$ cat src/hw/rtl/qte_pkg.sv
`timescale 1ns / 1ps
package qte_pkg;

    localparam int DATA_W        = 16;
    localparam int CW            = 36;
    localparam int ANG_W         = 32;
    localparam int ATAN_LEN      = 24;
    localparam int CORDIC_STEPS_DEF = 16;
    localparam int ROOT_W        = 29;
    localparam int RAD_W         = 57;
    localparam int SPM_W         = 29;
    localparam int SQ_W          = 56;
    localparam int PROD_W        = 33;
    localparam int LOCK_LIMIT    = 268408612;
    localparam int HALF_Q28      = 134217728;
    localparam int PITCH_MAX     = 16384;

    function automatic logic [ANG_W-1:0] atan_entry(input int idx);
        logic [ANG_W-1:0] r;
        unique case (idx)
            0:  r = 32'd536870912;
            1:  r = 32'd316933406;
            2:  r = 32'd167458907;
            3:  r = 32'd85004756;
            4:  r = 32'd42667331;
            5:  r = 32'd21354465;
            6:  r = 32'd10679838;
            7:  r = 32'd5340245;
            8:  r = 32'd2670163;
            9:  r = 32'd1335087;
            10: r = 32'd667544;
            11: r = 32'd333772;
            12: r = 32'd166886;
            13: r = 32'd83443;
            14: r = 32'd41722;
            15: r = 32'd20861;
            16: r = 32'd10430;
            17: r = 32'd5215;
            18: r = 32'd2608;
            19: r = 32'd1304;
            20: r = 32'd652;
            21: r = 32'd326;
            22: r = 32'd163;
            23: r = 32'd81;
            default: r = '0;
        endcase
        return r;
    endfunction

endpackage

$ cat src/hw/rtl/qte_sqrt.sv
`timescale 1ns / 1ps
module qte_sqrt (
    input  logic                        aclk,
    input  logic                        en,
    input  logic [qte_pkg::RAD_W-1:0]   rad,
    output logic [qte_pkg::ROOT_W-1:0]  root
);
    import qte_pkg::*;

    localparam int TW = RAD_W + 2;

    logic [RAD_W-1:0]  rem_reg  [0:ROOT_W];
    logic [ROOT_W-1:0] root_reg [0:ROOT_W];

    always_comb begin
        rem_reg[0]  = rad;
        root_reg[0] = '0;
    end

    // one result bit per stage, MSB first
    for (genvar j = 0; j < ROOT_W; j++) begin : g_bit
        localparam int K = ROOT_W - 1 - j;
        logic [TW-1:0] trial;
        logic          take;
        assign trial = (TW'(root_reg[j]) << (K + 1)) + (TW'(1) << (2 * K));
        assign take  = trial <= TW'(rem_reg[j]);
        always_ff @(posedge aclk) begin
            if (en) begin
                rem_reg[j+1]  <= take ? RAD_W'(TW'(rem_reg[j]) - trial) : rem_reg[j];
                root_reg[j+1] <= take ? (root_reg[j] | (ROOT_W'(1) << K)) : root_reg[j];
            end
        end
    end

    assign root = root_reg[ROOT_W];

endmodule

$ cat config.mk
export PLATFORM = sky130hd
export DESIGN_NAME = qte_sqrt
export DESIGN_NICKNAME = d
export VERILOG_FILES = /design/src/hw/rtl/qte_pkg.sv /design/src/hw/rtl/qte_sqrt.sv
export SDC_FILE = /design/constraint.sdc
export NUM_CORES = 2
export LEC_CHECK = 0
export BUFFER_PORTS_ARGS = -buffer_cell sky130_fd_sc_hd__buf_2
export CAP_MARGIN = 40
export CORE_MARGIN = 2
export CORE_UTILIZATION = 55
export CTS_CLUSTER_DIAMETER = 50
export CTS_CLUSTER_SIZE = 30
export DETAILED_ROUTE_END_ITERATION = 16
export PLACE_DENSITY = 0.74
export SLEW_MARGIN = 30
export SYNTH_ARGS = -nofsm -noshare
export SYNTH_HDL_FRONTEND = slang
export SYNTH_SLANG_ARGS = --single-unit
export TNS_END_PERCENT = 20
$ cat constraint.sdc
create_clock -name aclk -period 3.4 [get_ports aclk]
set_input_delay 0.17 -clock aclk [delete_from_list [all_inputs] [get_ports aclk]]
set_output_delay 0.17 -clock aclk [all_outputs]
set_load 0.03 [all_outputs]
==> out/results.tsv <==
stage	metric	value	unit
floorplanning	start_util	55.3	%
power_and_ir_drop	p_per_area	652	nW/µm²
worst_setup_path	crit_path_start_kind	register	
clock_network	clk_root_buffer_cell	clkbuf_16	
worst_setup_path	slowest_stage	or4bb_4	
detailed_routing	m1WireLength	93.4	mm
worst_setup_path	path_class	register to register	
timing	max-slew-margin-rel	44.3	%
logic_synthesis	syn_inst	7619	
clock_network	tritoncts	done	
detailed_routing	ant_nets	0	
layout	final_cell_mix	edfxtp_1 (2031), inv_1 (566), nor2_1 (540)	
layout	layout_commonest_cell	edfxtp_1	
logic_synthesis	synth-edff-count	2031	
power_and_ir_drop	p_sw_share	31.2	%
layout	layout-drive-gt1-share	14.8	%
layout	area_growth	16.3	%
timing	finalSetupViolations	7	
logic_synthesis	synthFlopType	edfxtp_1	
clock_network	h-tree-depth	4	
detailed_routing	met2_length	114	mm
grt	grt_use_total	24.6	%
grt	antenna_found_initial	8	
detailed_routing	drt-total-wl	227	mm
power_and_ir_drop	power.leakage	43.3	nW
timing	setup_tns	-0.139	ns
floorplanning	rows	154	
detailed_routing	firstDrtPassIters	6	
grt	grt_pass1_vias	62086	
timing	fmax	290	MHz
timing	rsz0062_at_grt	true	
logic_synthesis	ys_ff_latch	2031	
detailed_routing	initialDrtViolationCount	5969	
logic_synthesis	syn_avg_cell_area	12.7	µm²
logic_synthesis	yosys_warnings	0	
worst_setup_path	arrival	3.98	ns
worst_setup_path	crit_path_max_fanout	4	
timing	setup_ws	-0.0477	ns
layout	multiInputGateArea	34700	µm²
layout	register_area	61000	µm²
layout	stdcell_count	10854	
floorplanning	core-area	176000	µm²
timing	hold_viol	0	
timing	fin_skew	0.0553	ns
place	hpwl	164	mm
floorplanning	die_area	180000	µm²
power_and_ir_drop	p_comb_share	24.0	%
outcome	violations	negative setup slack	
power_and_ir_drop	ir_drop	0.714	mV
timing	hold_slack	0.0445	ns
clock_network	cts_made_buffers	171	
detailed_routing	viasPerCell	5.90	
detailed_routing	wire_per_inst	20.9	µm
logic_synthesis	synthesis.area	97100	µm²
floorplanning	dieWidth	424	µm
detailed_routing	dr_wl_met3	13.8	mm
clock_network	clock-sinks	2031	
floorplanning	die_h	424	µm
place	gp_congestion	0.943	
logic_synthesis	yosysTopAreaCell	edfxtp_1	
floorplanning	ioPinCount	88	
layout	finalNetCount	8881	
worst_hold_path	min_path_cells	2	
run	drv_cap	0	
grt	grt_overflow	0	
worst_setup_path	worst_ep_required_time	3.93	ns
timing	tightest_slew	0.836	ns
worst_setup_path	ff2ff_path_depth	11	
worst_setup_path	crit_start	rem_reg[414]	
power_and_ir_drop	pwr-share-seq	46.6	%
worst_setup_path	cp-end-kind	register	
logic_synthesis	synth_top_area_share	62.8	%
clock_network	clk_latency	0.86	ns
detailed_routing	highest_layer	met5	
layout	fillCellCount	12716	
place	place_ws	-0.223	ns
detailed_routing	vias	64086	
grt	grt_max_degree	155	
place	portBuffers	87	
worst_hold_path	hp-class	input port to register	
power_and_ir_drop	p_clk_share	29.4	%
timing	slew_violations	0	
worst_setup_path	timing.rr.start	rem_reg[414]	
worst_hold_path	hold_path.startpoint	rad[45]	
place	dp_cells	10385	
power_and_ir_drop	p_sw	22.9	mW
layout	largest_reg_flops	1596	
worst_setup_path	cp_cell_sequence	ha_4 -> or4bb_4 -> or4_4 -> nor4_4 -> a21oi_2 -> a31o_2 -> a21oi_2 -> buf_4 -> nand3_4 -> nor4_4 -> xor2_1	
outcome	outcome	complete, but fails checks	
detailed_routing	drc	0	
logic_synthesis	synth_area_leaders	edfxtp_1 (63%), ha_1 (5.9%), xnor2_1 (3.4%)	
worst_setup_path	critPathMaxStageDelay	0.56	ns
logic_synthesis	synthDistinctLibCells	102	
logic_synthesis	synth_nets	8139	
clock_network	clkTransAtPathRegs	0.09	ns
timing	final.min_clock_period	3.45	ns
timing	finalCritPeriodShare	101	%
clock_network	cts.path.max_buffers	3	
power_and_ir_drop	power.internal	50.7	mW
grt	grt_pass1_wl	346	mm
logic_synthesis	synthArstFlopShare	0	%
logic_synthesis	yosysSeqAreaShare	62.8	%
-- area by class of cell --
class	instances	share of cell area, %
Tap cell	2340	2.59
Clock buffer	177	3.86
Clock inverter	144	1.77
Sequential cell	2031	54.0
Antenna cell	5	0.0111
Inverter	567	1.88
Multi-Input combinational cell	4876	30.8
Timing Repair Buffer	714	5.14
-- what timing repair did --
action | in CTS | in global routing
pin swaps | 11 | 50
gates cloned | 1 | 0
buffers inserted | 2 | 26
endpoints found under the setup margin | 118 | 337
hold buffers | 114 | 0
endpoints found under the hold margin | 160 | 0
resized for setup | 47 | 195
-- power by group through the flow --
stage               clock network (mW)  logic, mW  registers (mW)
finish                            21.6       17.7            34.3
global route                      22.9       19.4            34.6
CTS                               21.9       17.0            34.2
detailed placement                   0       16.6            34.8
global placement                     0       16.3            34.7
floorplan                            0       11.4            33.7
-- layer usage --
layer  global-route usage [%]  vias to the layer above
li1                         -                    30084
met1                     32.1                    31560
met2                     42.5                     2040
met3                     4.00                      398
met4                     6.77                        4
met5                        0                        -
-- Yosys cell counts (9+ instances only) --
cell / number
and2_1: 26
nand2b_1: 97
or4_1: 58
o41ai_1: 11
a211oi_1: 36
or2_2: 30
o21a_1: 96
and3_1: 49
o21ai_0: 268
o22ai_1: 9
nor4_1: 239
nand3b_1: 23
edfxtp_1: 2031
and4_1: 17
nor3b_1: 19
o211ai_1: 29
o31a_1: 13
mux2_2: 98
ha_1: 460
or3_1: 67
a211o_1: 14
buf_2: 22
a21o_1: 181
a21boi_0: 27
a21oi_1: 536
nor2_1: 549
o31ai_1: 39
nor2b_1: 67
nand4b_1: 32
nor3_1: 215
o2111ai_1: 9
xor2_1: 295
a31oi_1: 36
a221o_1: 10
o21bai_1: 43
and4b_1: 10
inv_1: 567
buf_1: 15
nand4_1: 111
nor4b_1: 39
nand3_1: 125
nand2_1: 374
clkbuf_1: 105
xnor2_1: 377
-- stage by stage --
stage / util (%) / area (µm²) / power (mW)
finish: 64.3 / 113000 / 73.6
global route: 64.3 / 113000 / 76.9
CTS: 63.6 / 112000 / 73.2
detailed placement: 59.1 / 104000 / 51.4
global placement: 59.1 / 104000 / 51.0
floorplan: - / 97100 / 45.1
-- kinds of logic (layout without fill, tap and decap cells) --
kind of cell | after synthesis | count (layout) | share of synthesized area, %
AND/OR/NAND/NOR | 2180 | 2180 | 11.8
flip-flops | 2031 | 2031 | 62.8
AO/OA/AOI/OAI | 1457 | 1457 | 9.42
buffers and inverters | 712 | 1602 | 2.80
XOR/XNOR | 672 | 672 | 6.06
adder cells (fa/ha/maj) | 461 | 461 | 5.95
multiplexers | 105 | 105 | 1.21
other | 1 | 6 | 0.00386
-- final timing paths --
| check | slack, ns | to |
|---|---|---|
| setup / recovery | -0.05 | rem_reg[396] |
| hold / removal | 0.04 | rem_reg[1641] |
| hold reg to reg | 0.41 | root_reg[511] |
| setup reg to reg | -0.05 | rem_reg[396] |
-- worst max-delay path, delay by kind of cell, from the launching register on --
family                   cells  cell delay, ns
adder cells (fa/ha/maj)      1            0.29
AO/OA/AOI/OAI                3            0.50
buffers and inverters        1            0.15
flip-flops                   1            0.44
XOR/XNOR                     1            0.11
AND/OR/NAND/NOR              5            1.64
No activity file was read; power rests on OpenSTA's default activity.
